File: src/sv/stpb_pkg.sv
// Package for the stepper burst positioner.
// Holds the command codes, field widths, timing constants and the types
// shared by the channel interfaces, the divider and the top level.
package stpb_pkg;

  // Burst length is a power of two: the split is a shift and a mask.
  localparam int CHUNK_LOG2 = 8;
  localparam int CHUNK      = 1 << CHUNK_LOG2;

  // Field widths.
  localparam int CMD_W    = 2;
  localparam int POS_W    = 32;
  localparam int FREQ_W   = 18;
  localparam int BURST_W  = CHUNK_LOG2 + 1;
  localparam int RELOAD_W = 16;
  localparam int FULL_W   = POS_W - CHUNK_LOG2;

  // Command codes.
  localparam logic [CMD_W-1:0] CMD_REL       = 2'd0;
  localparam logic [CMD_W-1:0] CMD_ABS       = 2'd1;
  localparam logic [CMD_W-1:0] CMD_BURST_END = 2'd2;

  // Step timer tick rate and the accepted frequency window.
  localparam int TICK_HZ  = 1000000;
  localparam int FREQ_MIN = 20;
  localparam int FREQ_MAX = 200000;

  // Divider sizing: the dividend is the tick rate.
  localparam int DIVIDEND_W = 20;
  localparam int DIV_CNT_W  = $clog2(DIVIDEND_W + 1);
  localparam logic [DIVIDEND_W-1:0] TICK_DIVIDEND = DIVIDEND_W'(TICK_HZ);

  // Sequencer states.
  typedef enum logic [5:0] {
    S_IDLE   = 6'b000001,
    S_EXEC   = 6'b000010,
    S_NEG    = 6'b000100,
    S_SPLIT  = 6'b001000,
    S_DIV    = 6'b010000,
    S_RESULT = 6'b100000
  } state_t;

  // Request to the period divider.
  typedef struct packed {
    logic              start;
    logic [FREQ_W-1:0] divisor;
  } div_req_t;

  // Response from the period divider.
  typedef struct packed {
    logic                  done;
    logic [DIVIDEND_W-1:0] quotient;
  } div_rsp_t;

endpackage

File: src/sv/stpb_chan_if.sv
// Channel interfaces for the stepper burst positioner.
// Valid/ready command and result channels; payload types from stpb_pkg.
interface stpb_cmd_if;
  import stpb_pkg::*;

  logic                    valid;
  logic                    ready;
  logic [CMD_W-1:0]        command;
  logic signed [POS_W-1:0] move_amount;
  logic [FREQ_W-1:0]       frequency;
  logic                    direction;

  modport source (output valid, command, move_amount, frequency, direction, input ready);
  modport sink   (input valid, command, move_amount, frequency, direction, output ready);
endinterface

interface stpb_res_if;
  import stpb_pkg::*;

  logic                    valid;
  logic                    ready;
  logic                    accepted;
  logic [BURST_W-1:0]      burst_pulses;
  logic                    step_direction;
  logic [RELOAD_W-1:0]     reload_period;
  logic signed [POS_W-1:0] position;
  logic                    motion_done;
  logic                    busy_res;

  modport source (output valid, accepted, burst_pulses, step_direction, reload_period,
                  position, motion_done, busy_res, input ready);
  modport sink   (input valid, accepted, burst_pulses, step_direction, reload_period,
                  position, motion_done, busy_res, output ready);
endinterface

File: src/sv/stpb_div.sv
// Restoring divider for the step timer period: tick rate over frequency.
// One quotient bit per cycle; uses the request and response types of stpb_pkg.
module stpb_div (
  input  logic              clk,
  input  logic              rst,
  input  stpb_pkg::div_req_t req,
  output stpb_pkg::div_rsp_t rsp
);
  import stpb_pkg::*;

  logic                  busy;
  logic                  done;
  logic [DIV_CNT_W-1:0]  count;
  logic [FREQ_W-1:0]     divisor;
  logic [FREQ_W-1:0]     rem;
  logic [DIVIDEND_W-1:0] quo;
  logic [FREQ_W:0]       shifted;
  logic [FREQ_W:0]       trial;
  logic                  fits;

  // Shift in the next dividend bit and try the subtraction.
  always_comb begin
    shifted = {rem, quo[DIVIDEND_W-1]};
    trial   = shifted - {1'b0, divisor};
    fits    = (shifted >= {1'b0, divisor});
  end

  // Control: count the steps and pulse done after the last one.
  always_ff @(posedge clk) begin
    if (rst) begin
      busy  <= 1'b0;
      done  <= 1'b0;
      count <= '0;
    end else begin
      done <= 1'b0;
      if (req.start) begin
        busy  <= 1'b1;
        count <= DIV_CNT_W'(DIVIDEND_W);
      end else if (busy) begin
        count <= count - 1'b1;
        if (count == DIV_CNT_W'(1)) begin
          busy <= 1'b0;
          done <= 1'b1;
        end
      end
    end
  end

  // Datapath: partial remainder and quotient shift register.
  always_ff @(posedge clk) begin
    if (req.start) begin
      divisor <= req.divisor;
      rem     <= '0;
      quo     <= TICK_DIVIDEND;
    end else if (busy) begin
      if (fits) begin
        rem <= trial[FREQ_W-1:0];
        quo <= {quo[DIVIDEND_W-2:0], 1'b1};
      end else begin
        rem <= shifted[FREQ_W-1:0];
        quo <= {quo[DIVIDEND_W-2:0], 1'b0};
      end
    end
  end

  assign rsp.done     = done;
  assign rsp.quotient = quo;

endmodule

File: src/sv/stepper_burst_positioner_top.sv
// Stepper burst positioner: command sequencer, position state and output register.
// Depends on stpb_pkg, the channels in stpb_chan_if and the divider stpb_div.
//
// Usage:
//   cmd_ch carries relative moves, absolute moves and burst-finished events.
//   res_ch returns exactly one result per command, in order.
//   A transfer happens on a rising edge with valid and ready both high.
//   The block takes one command at a time. A burst-finished event, a refused
//   move or an absolute move to the current position goes from evaluation
//   straight to the result state. An accepted move runs the step period through
//   S_SPLIT (after S_NEG when an absolute move runs in the negative direction)
//   and then waits in S_DIV on the 20-step restoring divider, one quotient bit
//   per cycle, before it offers its result; that divider sets the rate.
//   The result sits in an output register, so the next command is taken
//   while an earlier result still waits. If the receiver stalls, the next
//   result waits in the sequencer and cmd_ch stays not ready until the
//   output register frees up.
//   Reset (rst, synchronous) zeroes the position and target, ends any move
//   and empties the output register.
module stepper_burst_positioner_top (
  input  logic       clk,
  input  logic       rst,
  stpb_cmd_if.sink   cmd_ch,
  stpb_res_if.source res_ch
);
  import stpb_pkg::*;

  state_t state;

  // Motion state.
  logic [POS_W-1:0]      position;
  logic [POS_W-1:0]      target_position;
  logic [FULL_W-1:0]     full_left;
  logic [CHUNK_LOG2-1:0] remainder_pulses;
  logic                  bursts_finished;
  logic                  moving;
  logic                  move_direction;

  // Captured command.
  logic [CMD_W-1:0]  cmd_r;
  logic [POS_W-1:0]  amount_r;
  logic [FREQ_W-1:0] freq_r;
  logic              dir_r;
  logic [POS_W-1:0]  move_dist;

  // Result fields under construction.
  logic                res_accepted;
  logic [BURST_W-1:0]  res_burst;
  logic [RELOAD_W-1:0] res_reload;
  logic                res_done;

  // Output register.
  logic                out_valid;
  logic                out_accepted;
  logic [BURST_W-1:0]  out_burst;
  logic                out_dir;
  logic [RELOAD_W-1:0] out_reload;
  logic [POS_W-1:0]    out_position;
  logic                out_done;
  logic                out_busy;

  div_req_t div_req;
  div_rsp_t div_rsp;

  logic              cmd_xfer;
  logic              res_xfer;
  logic              out_free;
  logic              freq_ok;
  logic              amount_pos;
  logic [POS_W:0]    abs_diff;
  logic [BURST_W-1:0] burst;

  assign cmd_ch.ready = (state == S_IDLE);
  assign cmd_xfer     = cmd_ch.valid && cmd_ch.ready;
  assign res_xfer     = out_valid && res_ch.ready;
  assign out_free     = !out_valid || res_ch.ready;

  // Move checks and the absolute distance as a signed 33-bit difference.
  always_comb begin
    freq_ok    = (freq_r >= FREQ_W'(FREQ_MIN)) && (freq_r <= FREQ_W'(FREQ_MAX));
    amount_pos = (amount_r != '0) && !amount_r[POS_W-1];
    abs_diff   = {amount_r[POS_W-1], amount_r} - {position[POS_W-1], position};
  end

  // Length of the burst a burst-finished event launches.
  always_comb begin
    burst = '0;
    if (!bursts_finished) begin
      if (full_left != '0) begin
        burst = BURST_W'(CHUNK);
      end else begin
        burst = {1'b0, remainder_pulses};
      end
    end
  end

  // Divider launch when a move is split.
  always_comb begin
    div_req.start   = (state == S_SPLIT);
    div_req.divisor = freq_r;
  end

  stpb_div u_div (
    .clk (clk),
    .rst (rst),
    .req (div_req),
    .rsp (div_rsp)
  );

  // Sequencer and motion state.
  always_ff @(posedge clk) begin
    if (rst) begin
      state            <= S_IDLE;
      position         <= '0;
      target_position  <= '0;
      full_left        <= '0;
      remainder_pulses <= '0;
      bursts_finished  <= 1'b1;
      moving           <= 1'b0;
      move_direction   <= 1'b0;
    end else begin
      unique case (state)
        S_IDLE: begin
          if (cmd_xfer) begin
            state <= S_EXEC;
          end
        end
        S_EXEC: begin
          state <= S_RESULT;
          unique case (cmd_r)
            CMD_REL: begin
              if (amount_pos && !moving && freq_ok) begin
                move_direction  <= dir_r;
                target_position <= dir_r ? (position - amount_r) : (position + amount_r);
                state           <= S_SPLIT;
              end
            end
            CMD_ABS: begin
              if (!moving && freq_ok) begin
                target_position <= amount_r;
                if (abs_diff != '0) begin
                  move_direction <= abs_diff[POS_W];
                  state          <= abs_diff[POS_W] ? S_NEG : S_SPLIT;
                end
              end
            end
            CMD_BURST_END: begin
              if (burst != '0) begin
                moving <= 1'b1;
                if (full_left != '0) begin
                  full_left <= full_left - 1'b1;
                end else begin
                  remainder_pulses <= '0;
                  bursts_finished  <= 1'b1;
                end
                position <= move_direction ? (position - POS_W'(burst))
                                           : (position + POS_W'(burst));
              end else begin
                bursts_finished <= 1'b1;
                moving          <= 1'b0;
              end
            end
            default: begin
            end
          endcase
        end
        S_NEG: begin
          state <= S_SPLIT;
        end
        S_SPLIT: begin
          full_left        <= move_dist[POS_W-1:CHUNK_LOG2];
          remainder_pulses <= move_dist[CHUNK_LOG2-1:0];
          bursts_finished  <= 1'b0;
          moving           <= 1'b1;
          state            <= S_DIV;
        end
        S_DIV: begin
          if (div_rsp.done) begin
            state <= S_RESULT;
          end
        end
        S_RESULT: begin
          if (out_free) begin
            state <= S_IDLE;
          end
        end
        default: begin
          state <= S_IDLE;
        end
      endcase
    end
  end

  // Command capture, distance and result fields.
  always_ff @(posedge clk) begin
    if (cmd_xfer) begin
      cmd_r        <= cmd_ch.command;
      amount_r     <= cmd_ch.move_amount;
      freq_r       <= cmd_ch.frequency;
      dir_r        <= cmd_ch.direction;
      res_accepted <= 1'b0;
      res_burst    <= '0;
      res_reload   <= '0;
      res_done     <= 1'b0;
    end
    if (state == S_EXEC) begin
      move_dist <= (cmd_r == CMD_ABS) ? abs_diff[POS_W-1:0] : amount_r;
      if (cmd_r == CMD_BURST_END) begin
        res_burst <= burst;
        res_done  <= (burst == '0);
      end
    end
    if (state == S_NEG) begin
      move_dist <= ~move_dist + 1'b1;
    end
    if (state == S_SPLIT) begin
      res_accepted <= 1'b1;
    end
    if (state == S_DIV && div_rsp.done) begin
      res_reload <= RELOAD_W'(div_rsp.quotient - 1'b1);
    end
  end

  // Output register: loads when the sequencer finishes and the slot is free.
  always_ff @(posedge clk) begin
    if (rst) begin
      out_valid <= 1'b0;
    end else if (state == S_RESULT && out_free) begin
      out_valid <= 1'b1;
    end else if (res_xfer) begin
      out_valid <= 1'b0;
    end
  end

  always_ff @(posedge clk) begin
    if (state == S_RESULT && out_free) begin
      out_accepted <= res_accepted;
      out_burst    <= res_burst;
      out_dir      <= move_direction;
      out_reload   <= res_reload;
      out_position <= position;
      out_done     <= res_done;
      out_busy     <= moving;
    end
  end

  assign res_ch.valid          = out_valid;
  assign res_ch.accepted       = out_accepted;
  assign res_ch.burst_pulses   = out_burst;
  assign res_ch.step_direction = out_dir;
  assign res_ch.reload_period  = out_reload;
  assign res_ch.position       = out_position;
  assign res_ch.motion_done    = out_done;
  assign res_ch.busy_res       = out_busy;

`ifndef ASSERT_OFF
  // A stopped motor never has bursts pending.
  a_idle_no_bursts: assert property (@(posedge clk) disable iff (rst)
    !moving |-> bursts_finished)
    else $error("bursts pending while motion is stopped");

  // The divider only finishes while the sequencer waits on it.
  a_div_done_in_div: assert property (@(posedge clk) disable iff (rst)
    div_rsp.done |-> (state == S_DIV))
    else $error("divider finished outside the divide state");

  // An accepted move always carries a nonzero timer reload.
  a_accept_reload: assert property (@(posedge clk) disable iff (rst)
    (out_valid && out_accepted) |-> (out_reload != '0))
    else $error("accepted move without a timer reload");

  // A command transfer is always followed by its evaluation.
  a_xfer_exec: assert property (@(posedge clk) disable iff (rst)
    cmd_xfer |=> (state == S_EXEC))
    else $error("command transfer not followed by evaluation");
`endif

endmodule
File: src/flat_wrapper.sv
// flat-port wrapper written by rule: the top's interface ports become plain ports
module stepper_burst_positioner_top_flat import stpb_pkg::*;
  (clk, rst, cmd_ch_valid, cmd_ch_command, cmd_ch_move_amount, cmd_ch_frequency, cmd_ch_direction, cmd_ch_ready, res_ch_valid, res_ch_accepted, res_ch_burst_pulses, res_ch_step_direction, res_ch_reload_period, res_ch_position, res_ch_motion_done, res_ch_busy_res, res_ch_ready);
  stpb_cmd_if cmd_ch_i ();
  stpb_res_if res_ch_i ();
  input  logic clk;
  input  logic rst;
  input wire logic [$bits(cmd_ch_i.valid)-1:0] cmd_ch_valid;
  input wire logic [$bits(cmd_ch_i.command)-1:0] cmd_ch_command;
  input wire logic [$bits(cmd_ch_i.move_amount)-1:0] cmd_ch_move_amount;
  input wire logic [$bits(cmd_ch_i.frequency)-1:0] cmd_ch_frequency;
  input wire logic [$bits(cmd_ch_i.direction)-1:0] cmd_ch_direction;
  output wire logic [$bits(cmd_ch_i.ready)-1:0] cmd_ch_ready;
  output wire logic [$bits(res_ch_i.valid)-1:0] res_ch_valid;
  output wire logic [$bits(res_ch_i.accepted)-1:0] res_ch_accepted;
  output wire logic [$bits(res_ch_i.burst_pulses)-1:0] res_ch_burst_pulses;
  output wire logic [$bits(res_ch_i.step_direction)-1:0] res_ch_step_direction;
  output wire logic [$bits(res_ch_i.reload_period)-1:0] res_ch_reload_period;
  output wire logic [$bits(res_ch_i.position)-1:0] res_ch_position;
  output wire logic [$bits(res_ch_i.motion_done)-1:0] res_ch_motion_done;
  output wire logic [$bits(res_ch_i.busy_res)-1:0] res_ch_busy_res;
  input wire logic [$bits(res_ch_i.ready)-1:0] res_ch_ready;
  assign cmd_ch_i.valid = cmd_ch_valid;
  assign cmd_ch_i.command = cmd_ch_command;
  assign cmd_ch_i.move_amount = cmd_ch_move_amount;
  assign cmd_ch_i.frequency = cmd_ch_frequency;
  assign cmd_ch_i.direction = cmd_ch_direction;
  assign cmd_ch_ready = cmd_ch_i.ready;
  assign res_ch_valid = res_ch_i.valid;
  assign res_ch_accepted = res_ch_i.accepted;
  assign res_ch_burst_pulses = res_ch_i.burst_pulses;
  assign res_ch_step_direction = res_ch_i.step_direction;
  assign res_ch_reload_period = res_ch_i.reload_period;
  assign res_ch_position = res_ch_i.position;
  assign res_ch_motion_done = res_ch_i.motion_done;
  assign res_ch_busy_res = res_ch_i.busy_res;
  assign res_ch_i.ready = res_ch_ready;
  stepper_burst_positioner_top u_core (.clk(clk), .rst(rst), .cmd_ch(cmd_ch_i), .res_ch(res_ch_i));
endmodule
File: config.mk
export PLATFORM = sky130hd
export DESIGN_NAME = stepper_burst_positioner_top_flat
export DESIGN_NICKNAME = d
export VERILOG_FILES = /design/src/sv/stpb_pkg.sv /design/src/sv/stpb_chan_if.sv /design/src/sv/stpb_div.sv /design/src/sv/stepper_burst_positioner_top.sv /design/src/flat_wrapper.sv
export SDC_FILE = /design/constraint.sdc
export NUM_CORES = 1
export LEC_CHECK = 0
export BUFFER_PORTS_ARGS = -buffer_cell sky130_fd_sc_hd__buf_2
export CORE_MARGIN = 2
export CORE_UTILIZATION = 40
export DETAILED_ROUTE_END_ITERATION = 12
export HOLD_SLACK_MARGIN = 0.15
export PLACE_DENSITY = 0.59
export SYNTH_ARGS = -nofsm -noshare
export SYNTH_HDL_FRONTEND = slang
export SYNTH_SLANG_ARGS = --single-unit
File: constraint.sdc
create_clock -name clk -period 9.8 [get_ports clk]
set_input_delay 0.49 -clock clk [delete_from_list [all_inputs] [get_ports clk]]
set_output_delay 0.49 -clock clk [all_outputs]
set_load 0.05 [all_outputs]
# ---- Word-level counts from Yosys, hierarchy flattened
# Cells that the tools add are included.
# Widths: inputs -> output; s select.
dict set report word_totals {
  ff_bits 310
  input_bits 57
  out_inout_bits 63
  elab_cells 150
}
dict set report classes {
  n_addsub 8
  magnitude_cmp 3
  eq_ne 20
  mux 52
  bitwise_logic 2
  n_reduce_logical 34
}
# cell n
set op_table {}
lappend op_table {{$mux 32} 4}
lappend op_table {{$mux 24} 3}
lappend op_table {{$pmux 24 s2} 1}
lappend op_table {{$mux 9} 5}
lappend op_table {{$mux 6} 6}
lappend op_table {{$pmux 6 s6} 1}
lappend op_table {{$reduce_bool 33->1} 1}
lappend op_table {{$sub 32x32->33} 1}
lappend op_table {{$add 32x1->32 const B} 1}
lappend op_table {{$add 32x9->32} 1}
lappend op_table {{$mux 16} 2}
lappend op_table {{$not 32->32} 1}
lappend op_table {{$reduce_bool 32->1} 1}
lappend op_table {{$sub 32x9->32} 1}
lappend op_table {{$mux 8} 3}
lappend op_table {{$reduce_bool 24->1} 1}
lappend op_table {{$sub 24x1->24 const B} 1}
lappend op_table {{$ge 19x18->1} 1}
lappend op_table {{$ge 18x5->1 const B} 1}
lappend op_table {{$le 18x18->1 const B} 1}
lappend op_table {{$mux 1} 18}
lappend op_table {{$mux 18} 1}
lappend op_table {{$sub 18x18->18} 1}
lappend op_table {{$pmux 8 s2} 1}
lappend op_table {{other kinds (32)} 61}

# ---- Logic depth before layout (Yosys ltp)
# Gate-level depths: netlist (run 1).
dict set report depth {
  word_depth 7
  mapped_depth 23
  mapped_depth_nobuf 22
}

# ---- By module
# Synthesis (run 1) repeated with hierarchy kept, for this count alone.
dict set report unflattened {
  hier_cells 1836
  hier_area_um2 17444.2
}
# mod n_inst cells_each area_each_um2 seq_area_each_um2
set by_module_without_submodules {}
lappend by_module_without_submodules {stepper_burst_positioner_top 1 1496 14147.3 6566.3}
lappend by_module_without_submodules {stpb_div 1 340 3296.9 1441.4}

# ---- Least setup slack after synthesis (run 1)
# No wires, ideal clock.
dict set report synth_path {
  path_kind {flip-flop to flip-flop}
  from {register u_core.full_left[8]}
  to {register u_core.position[30]}
  setup_time_ns 0.091
  arrival_time_ns 5.375
  required_time_ns 9.709
  slack_ns 4.334
  path_stages_with_launch 23
  path_buffers 1
  period_less_slack_ns 5.466
  path_cell_list {dfxtp_1 or3_1 nor4_1 nand4_1 nor2_1 clkbuf_1 nand2_1 ha_1 nor2_1 nor2_1 o21ai_0 o211ai_1 ha_1 a21oi_1 o21ai_0 a2111oi_1 o31ai_1 a31oi_1 o21ai_1 a2111oi_0 o21ba_2 o21ai_0 a311oi_1}
}
dict set report synth_via {
  elab_chain_cells 5
  elab_cells_between_ends 8
  cone_classes {add/sub: 2; mux: 3; reduce/logical: 3}
}
# item line
set synth_lines {}
lappend synth_lines {{start: declaration} stepper_burst_positioner_top.sv:33} ;# logic [FULL_W-1:0] full_left;
lappend synth_lines {{start signal: assignment} stepper_burst_positioner_top.sv:151} ;# full_left <= full_left - 1'b1;
lappend synth_lines {{start signal: assignment} stepper_burst_positioner_top.sv:171} ;# full_left <= move_dist[POS_W-1:CHUNK_LOG2];
lappend synth_lines {{$reduce_bool 24->1 (*)} stepper_burst_positioner_top.sv:89} ;# if (full_left != '0) begin
lappend synth_lines {{$mux 9 (*)} stepper_burst_positioner_top.sv:89}
lappend synth_lines {{$mux 9 (*)} stepper_burst_positioner_top.sv:88} ;# if (!bursts_finished) begin
lappend synth_lines {{$add 32x9->32 (tied with other cells)} stepper_burst_positioner_top.sv:157} ;# : (position + POS_W'(burst));
lappend synth_lines {{$mux 32 or $reduce_and 3->1 (tied branches)} --}
lappend synth_lines {{end signal: assignment} stepper_burst_positioner_top.sv:156} ;# position <= move_direction ? (position - POS_W'(burst))
lappend synth_lines {{end: declaration} stepper_burst_positioner_top.sv:31} ;# logic [POS_W-1:0] position;
# Every way passes the cells marked *; elsewhere a longest branch is shown, timed or not.
# A chain may end at the register's enable or synchronous reset.

# ---- Worst setup path in the final report (run 1)
dict set report layout_path {
  from {register u_core.full_left[8]}
  to {register u_core.position[28]}
}
# Same word-level chain as after synthesis.

==> metrics.txt, run 1 <==
# TYPE chip_impl_metric gauge
chip_impl_info{name="outcome",value="complete, no violations"} 1
chip_impl_metric{name="post_cts_resize_count",unit=""} 0
chip_impl_metric{name="finalClockSkew",unit="ns"} 0.02545
chip_impl_metric{name="regArea",unit="um2"} 8009
chip_impl_metric{name="dpl-instance-area",unit="um2"} 18520
chip_impl_metric{name="synthesis.area",unit="um2"} 17350
chip_impl_metric{name="number_of_synthesized_register_bits",unit=""} 310
chip_impl_info{name="critPathCaptureType",value="register"} 1
chip_impl_metric{name="grt_antenna_before_repair",unit=""} 0
chip_impl_metric{name="final_wirelength",unit="um"} 46780
chip_impl_metric{name="cellLeakagePower",unit="nW"} 7.686
chip_impl_info{name="crit_path_start",value="u_core.full_left[8]"} 1
chip_impl_info{name="timing.critical_path.to",value="u_core.position[28]"} 1
chip_impl_metric{name="initial_cell_density_of_the_core",unit="%"} 40.37
chip_impl_metric{name="setup-tns-final",unit="ns"} 0
chip_impl_info{name="clockRootBuffer",value="clkbuf_16"} 1
chip_impl_metric{name="number_of_maximum_capacitance_constraint_violations",unit=""} 0
chip_impl_info{name="crit-reg2reg-capture",value="u_core.position[28]"} 1
chip_impl_metric{name="postSynth.asyncResetShare",unit="%"} 0
chip_impl_metric{name="worstSkewPairLatency",unit="ns"} 0.56
chip_impl_metric{name="synth.lib_cells_used.distinct",unit=""} 80
chip_impl_metric{name="first_global_vias",unit=""} 13751
chip_impl_metric{name="synthesis.yosys.warnings",unit=""} 0
chip_impl_metric{name="std_cell_rows",unit=""} 76
chip_impl_metric{name="overall_via_count_from_detail_route",unit=""} 14483
chip_impl_metric{name="floorplan.die.height",unit="um"} 212.3
chip_impl_metric{name="clock.fmax",unit="GHz"} 0.1375
chip_impl_metric{name="tightestPinTransition",unit="ns"} 1.069
chip_impl_metric{name="place_ws",unit="ns"} 2.753
chip_impl_info{name="unrepaired_setup_endpoints_after_global_routing",value="no"} 1
chip_impl_metric{name="final_critical_path_setup_slack",unit="ns"} 2.526
chip_impl_metric{name="hpwl",unit="um"} 33690
chip_impl_metric{name="reg2regPathDepth",unit=""} 21
chip_impl_metric{name="design_area",unit="um2"} 20220
chip_impl_metric{name="clock_tree.buffer_depth",unit=""} 3
chip_impl_metric{name="drtAntennaViolNets",unit=""} 0
chip_impl_metric{name="drt-wirelength-per-cell",unit="um"} 17.79
chip_impl_metric{name="clk_pin_slew_worst_paths",unit="ns"} 0.06
chip_impl_metric{name="syn_area_per_cell",unit="um2"} 9.304
chip_impl_metric{name="syn_nets",unit=""} 2014
chip_impl_metric{name="coreArea",unit="um2"} 42980
chip_impl_metric{name="max_slew_margin",unit="%"} 26.91
chip_impl_metric{name="io_buffer_count",unit=""} 119
chip_impl_metric{name="globalRouteOverflowTotal",unit=""} 0
chip_impl_metric{name="powerDensity",unit="nW/um2"} 161.6
chip_impl_metric{name="drv_slew",unit=""} 0
chip_impl_metric{name="ir_drop",unit="V"} 0.0001162
chip_impl_metric{name="grt_util_all_layers",unit="%"} 20.86
chip_impl_metric{name="cts-htree-levels",unit=""} 2
chip_impl_metric{name="cts_made_buffers",unit=""} 36
chip_impl_metric{name="synthesis.instances",unit=""} 1865
chip_impl_info{name="worstHoldPathType",value="primary input to register"} 1
chip_impl_metric{name="drt_first_pass_iters",unit=""} 5
chip_impl_metric{name="synth.yosys.seq_area_share",unit="%"} 46.15
chip_impl_info{name="worstSetupPathType",value="register to register"} 1
chip_impl_metric{name="vias_per_cell",unit=""} 5.509
chip_impl_metric{name="post_synth_edffs",unit=""} 180
chip_impl_metric{name="critPathMaxFanout",unit=""} 12
chip_impl_metric{name="ctsHoldBuffers",unit=""} 53
chip_impl_info{name="startpoint_type",value="register"} 1
chip_impl_info{name="ys.flop_type",value="edfxtp_1"} 1
chip_impl_info{name="cts_tree",value="built"} 1
chip_impl_info{name="worstReg2RegStart",value="u_core.full_left[8]"} 1
chip_impl_metric{name="nNetsFinal",unit=""} 2165
chip_impl_metric{name="postCtsSetupBuffers",unit=""} 0
chip_impl_metric{name="nFillCells",unit=""} 4100
chip_impl_metric{name="cp_data_required_time",unit="ns"} 10.17
chip_impl_metric{name="drcViolationCount",unit=""} 0
chip_impl_metric{name="syn_to_final_growth",unit="%"} 16.51
chip_impl_metric{name="final_layout_size_suffix_gt1_share",unit="%"} 10.67
chip_impl_metric{name="period_share",unit="%"} 74.22
chip_impl_metric{name="critPathArrivalTime",unit="ns"} 7.65
chip_impl_metric{name="fp.dieArea",unit="um2"} 45060
chip_impl_metric{name="ioPinCount",unit=""} 120
chip_impl_metric{name="drt-initial-drc-count",unit=""} 1091
chip_impl_metric{name="gp_congestion",unit=""} 0.9038
chip_impl_metric{name="grt_max_degree",unit=""} 89
chip_impl_metric{name="ff2ff_setup_slack",unit="ns"} 2.53
chip_impl_metric{name="diodes",unit=""} 0
chip_impl_metric{name="setup-violations-final",unit=""} 0
chip_impl_metric{name="fp.dieW",unit="um"} 212.3
chip_impl_metric{name="layout_min_cycle_time",unit="ns"} 7.274
chip_impl_metric{name="finalHoldViolations",unit=""} 0
chip_impl_metric{name="global_route_wire_length_before_repair",unit="um"} 74240
chip_impl_metric{name="clock_sink_count",unit=""} 310
chip_impl_metric{name="multi_input_area",unit="um2"} 8717
-- cell usage after synthesis, types with 6 or more instances --
library cell  number  area [um2]
a211o_1            6       52.55
a211oi_1          18       135.1
a21o_1            32       240.2
a21oi_1          172       860.8
a22o_1             6       52.55
a22oi_1           16       120.1
a311oi_1           9       78.83
a31oi_1           27       168.9
and2_1             8       50.05
and3_1             9       56.30
clkbuf_1          63       236.5
dfxtp_1          130        2603
edfxtp_1         180        5405
ha_1              89        1114
inv_1             93       349.1
mux2i_1           33       330.3
nand2_1          191       716.9
nand2b_1          16       100.1
nand3_1           30       150.1
nand3b_1          11       82.58
nand4_1           18       112.6
nor2_1           191       716.9
nor2b_1           20       125.1
nor3_1            50       250.2
nor3b_1            6       45.04
nor4_1            31       193.9
o211a_1            6       60.06
o211ai_1          12       90.09
o21a_1            16       120.1
o21ai_0          118       590.6
o21bai_1           8       60.06
o22ai_1            8       50.05
o31ai_1           12       90.09
or3_1             30       187.7
or4_1             10       75.07
xnor2_1           50       437.9
xor2_1            41       359.1
-- sequential cells by signal (all words and copies together) (netlist names), 2 cells and up --
signal	flops
u_core.move_dist	32
u_core.position	32
u_core.amount_r	32
u_core.res_reload	16
u_core.u_div.quo	20
u_core.full_left	24
u_core.u_div.rem	18
u_core.remainder_pulses	8
u_core.res_ch.reload_period	16
u_core.freq_r	18
u_core.res_ch.burst_pulses	9
u_core.cmd_r	2
u_core.u_div.divisor	18
u_core.res_ch.position	32
u_core.u_div.count	5
u_core.state	6
u_core.res_burst	9
-- per-layer routing --
metal | vias up | part of all wire [%] | track usage, %
met3 | 72 | 4.6 | 2.541
met5 | - | 0 | 0
met2 | 365 | 45 | 33.75
met4 | 0 | 2.7 | 7.041
li1 | 7166 | - | -
met1 | 6880 | 47 | 28.97
-- worst min path at each step --
stage / start / endpoint / slack, ns / depth (start not counted)
after floorplan: u_core.res_reload[0] / u_core.res_ch.reload_period[0] / 0.40 / 0
after global placement: u_core.res_reload[14] / u_core.res_ch.reload_period[14] / 0.40 / 0
after detailed placement: u_core.res_reload[12] / u_core.res_ch.reload_period[12] / 0.40 / 0
after CTS: cmd_ch_valid / u_core.state[0] / 0.20 / 3
after global routing: cmd_ch_valid / u_core.state[0] / 0.23 / 3
final: cmd_ch_valid / u_core.state[0] / 0.23 / 3
-- logic make-up (layout without fill, tap and decap cells) --
| group | count (synthesis) | count (layout) | synth area share (%) |
|---|---|---|---|
| buffers and inverters | 168 | 347 | 3.750 |
| muxes | 36 | 36 | 2.098 |
| and+or+nand+nor | 644 | 644 | 17.62 |
| adders and majority gates | 92 | 92 | 6.764 |
| AOI/OAI and AO/OA | 524 | 524 | 19.02 |
| DFF | 310 | 310 | 46.15 |
| xor gates and xnor gates | 91 | 91 | 4.593 |
-- placed cells by master (no fill, tap or decap), drive strengths merged, types with 13 or more instances in the layout --
cell type / netlist / layout
buf: 11 / 134
nor3: 50 / 50
o21a: 16 / 16
o21ai: 121 / 121
edfxtp: 180 / 180
ha: 89 / 89
nor4: 32 / 32
dfxtp: 130 / 130
nor2: 191 / 191
nand2: 191 / 191
clkbuf: 63 / 46
o211ai: 13 / 13
mux2i: 33 / 33
dlygate4sd3: 0 / 53
a31oi: 27 / 27
nor2b: 21 / 21
a211oi: 19 / 19
nand4: 18 / 18
a22oi: 16 / 16
or3: 30 / 30
xor2: 41 / 41
inv: 93 / 95
a21o: 33 / 33
xnor2: 50 / 50
nand2b: 16 / 16
a21oi: 172 / 172
nand3: 30 / 30
-- critical path, stage by stage (launching register included) --
cell and delay (ns):
dfxtp_1 0.33, or3_1 0.43, nor4_1 0.59, nand4_1 0.45, nor2_1 0.69, nand2_1 0.21
ha_1 0.28, nor2_1 0.24, nor2_1 0.06, o21ai_0 0.07, o211ai_1 0.12, ha_1 0.36
a21oi_1 0.24, o21ai_0 0.17, a2111oi_1 0.53, o31ai_1 0.31, a31oi_1 0.33, o21ai_1 0.20
a2111oi_0 0.95, o31ai_1 0.21, mux2i_1 0.19, o311ai_0 0.14
-- layout make-up --
type                       instances  area share (%)
timing repair buffer             187           6.127
clock inverter                    20           1.027
tap                              585           3.621
multi-input combinational       1387           43.12
clock buffer                      46           4.741
sequential                       310           39.62
inverter                          94           1.745
-- per-stage QoR --
stage / util, % / cells / hold slack (ns) / total power [W]
after floorplan: - / 1865 / 0.4003 / 0.001839
after global placement: 43.09 / 2510 / 0.4023 / 0.001952
after detailed placement: 43.09 / 2510 / 0.4045 / 0.001960
after CTS: 47.03 / 2629 / 0.2024 / 0.003300
after global routing: 47.03 / 2629 / 0.2302 / 0.003417
final: 47.03 / 2629 / 0.2271 / 0.003266
-- power by group --
group	switching (W)	internal, W
combinational	0.000276	0.000192
sequential	0.0000486	0.00144
clock	0.000554	0.000757
No activity file was read; power rests on OpenSTA's default activity.
==> inputs of run 2 (changes only) <==
==> constraint.sdc (replaced) <==
create_clock -name clk -period 6.8 [get_ports clk]
set_input_delay 0.34 -clock clk [delete_from_list [all_inputs] [get_ports clk]]
set_output_delay 0.34 -clock clk [all_outputs]
set_load 0.05 [all_outputs]
==> run 2 against run 1 <==
Compared with the run above:
- clock power rose by 47%
- clock skew increased by 0.0024 ns
- die area did not move
- non-clock buffer count increased by 6
- design area grew 0.21%
- global-route usage fell by 0.21 points
- setup slack got worse by 1.8 ns
- critical endpoint is now u_core.position[30]
- highest routed layer unchanged
==> metrics.txt, run 2 (synthesis gave the netlist of run 1 again) <==
# TYPE chip_impl_metric gauge
chip_impl_info{name="outcome",value="complete, no violations"} 1
chip_impl_metric{name="clock_tree.buffer_depth",unit=""} 3
chip_impl_metric{name="std_cell_rows",unit=""} 76
chip_impl_metric{name="initial_cell_density_of_the_core",unit="%"} 40.37
chip_impl_metric{name="place_ws",unit="ns"} 0.8077
chip_impl_metric{name="diodes",unit=""} 0
chip_impl_metric{name="route.layer.met1.wl",unit="um"} 21980
chip_impl_metric{name="syn_to_final_growth",unit="%"} 16.75
chip_impl_info{name="crit-reg2reg-capture",value="u_core.position[30]"} 1
chip_impl_metric{name="nNetsFinal",unit=""} 2171
chip_impl_metric{name="drtAntennaViolNets",unit=""} 0
chip_impl_metric{name="finalClockSkew",unit="ns"} 0.02784
chip_impl_info{name="layout_common_cells",value="nand2_1, nor2_1, edfxtp_1"} 1
chip_impl_metric{name="clock_power_share",unit="%"} 40.6
chip_impl_info{name="unrepaired_setup_endpoints_after_global_routing",value="no"} 1
chip_impl_metric{name="layout_min_cycle_time",unit="ns"} 6.089
chip_impl_metric{name="holdPathStages",unit=""} 2
chip_impl_info{name="clockRootBuffer",value="clkbuf_16"} 1
chip_impl_metric{name="ioPinCount",unit=""} 120
chip_impl_metric{name="final_wirelength",unit="um"} 46660
chip_impl_info{name="worstReg2RegStart",value="u_core.full_left[8]"} 1
chip_impl_metric{name="final_layout_size_suffix_gt1_share",unit="%"} 10.63
chip_impl_metric{name="io_buffer_count",unit=""} 119
chip_impl_info{name="highest-signal-layer",value="met4"} 1
chip_impl_metric{name="coreArea",unit="um2"} 42980
chip_impl_metric{name="global_route_wire_length_before_repair",unit="um"} 73540
chip_impl_metric{name="finalHoldViolations",unit=""} 0
chip_impl_metric{name="drt-wirelength-per-cell",unit="um"} 17.71
chip_impl_metric{name="fp.dieW",unit="um"} 212.3
chip_impl_info{name="cell_occurring_most_often_along_the_worst_timing_path",value="nor2_1"} 1
chip_impl_metric{name="hpwl",unit="um"} 33990
chip_impl_info{name="worstHoldPathType",value="primary input to register"} 1
chip_impl_metric{name="cp_data_required_time",unit="ns"} 7.26
chip_impl_metric{name="internal_power_consumption",unit="W"} 0.003493
chip_impl_metric{name="powerDensity",unit="nW/um2"} 234.5
chip_impl_metric{name="critPathArrivalTime",unit="ns"} 6.55
chip_impl_info{name="crit_path_cell_trace",value="or3_1 -> nor4_1 -> buf_4 -> nand4_1 -> nor2_1 -> nand2_1 -> ha_1 -> nor2_1 -> nor2_1 -> o21ai_0 -> o211ai_1 -> ha_1 -> nand2_1 -> o21ai_0 -> a2111oi_1 -> o31ai_1 -> a31oi_1 -> o21ai_1 -> a2111oi_0 -> buf_4 -> o21ba_2 -> or3_1 -> a311oi_1"} 1
chip_impl_metric{name="cts_made_buffers",unit=""} 36
chip_impl_metric{name="max_slew_margin",unit="%"} 24.61
chip_impl_info{name="startpoint_type",value="register"} 1
chip_impl_info{name="min-delay-start",value="rst"} 1
chip_impl_metric{name="globalRouteOverflowTotal",unit=""} 0
chip_impl_metric{name="post_cts_resize_count",unit=""} 0
chip_impl_metric{name="number_of_maximum_capacitance_constraint_violations",unit=""} 0
chip_impl_metric{name="cts-htree-levels",unit=""} 2
chip_impl_metric{name="cellLeakagePower",unit="nW"} 7.740
chip_impl_metric{name="clock.fmax",unit="GHz"} 0.1642
chip_impl_metric{name="grt_max_degree",unit=""} 67
chip_impl_metric{name="grt_antenna_before_repair",unit=""} 0
chip_impl_metric{name="switchingPower",unit="W"} 0.001256
chip_impl_metric{name="period_share",unit="%"} 89.55
chip_impl_metric{name="power.share.switching",unit="%"} 26.45
chip_impl_metric{name="clock_sink_count",unit=""} 310
chip_impl_metric{name="drt_first_pass_iters",unit=""} 8
chip_impl_metric{name="grt_util_all_layers",unit="%"} 20.66
chip_impl_info{name="layout_commonest_cell",value="nand2_1"} 1
chip_impl_metric{name="setup-tns-final",unit="ns"} 0
chip_impl_metric{name="final_critical_path_setup_slack",unit="ns"} 0.7106
chip_impl_metric{name="ff2ff_setup_slack",unit="ns"} 0.71
chip_impl_metric{name="detailroute.wirelength.met2",unit="um"} 21400
chip_impl_info{name="worstSetupPathType",value="register to register"} 1
chip_impl_metric{name="critPathMaxFanout",unit=""} 5
chip_impl_metric{name="worstSkewPairLatency",unit="ns"} 0.57
chip_impl_metric{name="drv_slew",unit=""} 0
chip_impl_metric{name="setup-violations-final",unit=""} 0
chip_impl_metric{name="first_global_vias",unit=""} 13561
chip_impl_metric{name="seq_power_share",unit="%"} 45.1
chip_impl_metric{name="overall_via_count_from_detail_route",unit=""} 14458
chip_impl_info{name="critPathCaptureType",value="register"} 1
chip_impl_metric{name="comb_power_share",unit="%"} 14.3
chip_impl_info{name="cts_tree",value="built"} 1
chip_impl_metric{name="gp_congestion",unit=""} 0.9045
chip_impl_metric{name="drt-initial-drc-count",unit=""} 1275
chip_impl_info{name="worst_path_max_delay_cell",value="o31ai_1"} 1
chip_impl_metric{name="ir_drop",unit="V"} 0.0001873
chip_impl_metric{name="slowest_delay",unit="ns"} 0.66
chip_impl_metric{name="clk_pin_slew_worst_paths",unit="ns"} 0.05
chip_impl_metric{name="wl_met3",unit="um"} 2009
chip_impl_metric{name="vias_per_cell",unit=""} 5.487
chip_impl_info{name="worst_hold_path.endpoint",value="u_core.position[27]"} 1
chip_impl_metric{name="floorplan.die.height",unit="um"} 212.3
chip_impl_metric{name="fp.dieArea",unit="um2"} 45060
chip_impl_metric{name="drcViolationCount",unit=""} 0
chip_impl_metric{name="reg2regPathDepth",unit=""} 23
chip_impl_metric{name="tightestPinTransition",unit="ns"} 1.119
## run 2: changes by cell type in the layout (fill, tap and decap cells not counted), moves of 3 or more
| cell | previous run | this run |
|---|---|---|
| clkbuf_1 | 8 | 11 |
| buf_4 | 15 | 19 |
| clkinv_2 | 1 | 7 |
| clkinvlp_4 | 7 | 1 |
## run 2: metal layers
| layer | vias to the layer above | GRT usage, % |
|---|---|---|
| met2 | 348 | 33.28 |
| met5 | - | 0 |
| met1 | 6868 | 28.90 |
| met3 | 74 | 2.393 |
| li1 | 7168 | - |
| met4 | 0 | 6.872 |
## run 2: final cells by class
cell class	count	area, um2
fill	4132	22720
multi-input combinational	1387	8711
sequential	310	8009
timing repair buffer	193	1289
clock buffer	47	942.2
tap	585	732.0
inverter	94	352.8
clock inverter	19	222.7
## run 2: metrics by stage
step | cell area (um2) | power (W) | utilization, % | std cells | hold WS, ns
2_1_floorplan | 17350 | 0.002650 | - | 1865 | 0.4003
3_3_place_gp | 18540 | 0.002816 | 43.14 | 2514 | 0.4018
3_5_place_dp | 18540 | 0.002829 | 43.14 | 2514 | 0.4045
4_1_cts | 20260 | 0.004797 | 47.13 | 2635 | 0.2237
5_1_grt | 20260 | 0.004966 | 47.13 | 2635 | 0.2646
6_report | 20260 | 0.004750 | 47.13 | 2635 | 0.2472
## run 2: power groups by stage
stage	combinational [W]	sequential, W	clock [W]
global placement	0.000635	0.00218	0
CTS	0.000675	0.00214	0.00198
detailed placement	0.000647	0.00218	0
global route	0.000760	0.00215	0.00206
finish	0.000678	0.00214	0.00193
floorplan	0.000496	0.00215	0
## run 2: worst max-delay path, delay by kind of cell (launching register included)
family | cells | cell delay, ns
AOI/OAI and AO/OA | 10 | 2.59
adders and majority gates | 2 | 0.61
buffers and inverters | 2 | 0.38
DFF | 1 | 0.33
and+or+nand+nor | 9 | 2.08
## run 2: worst max path at each step
| stage | start | endpoint | slack [ns] |
|---|---|---|---|
| 2_1_floorplan | u_core.full_left[8] | u_core.position[30] | 1.33 |
| 3_3_place_gp | u_core.full_left[8] | u_core.position[30] | 0.92 |
| 3_5_place_dp | u_core.full_left[8] | u_core.position[30] | 0.81 |
| 4_1_cts | u_core.full_left[8] | u_core.position[30] | 0.77 |
| 5_1_grt | u_core.full_left[8] | u_core.position[30] | 0.25 |
| 6_report | u_core.full_left[8] | u_core.position[30] | 0.71 |
## run 2: repair_timing
item                                    CTS  global route
hold buffers                             55             0
buffers inserted                          0             0
endpoints found under the setup margin    0             0
hold endpoints to repair                 56             0
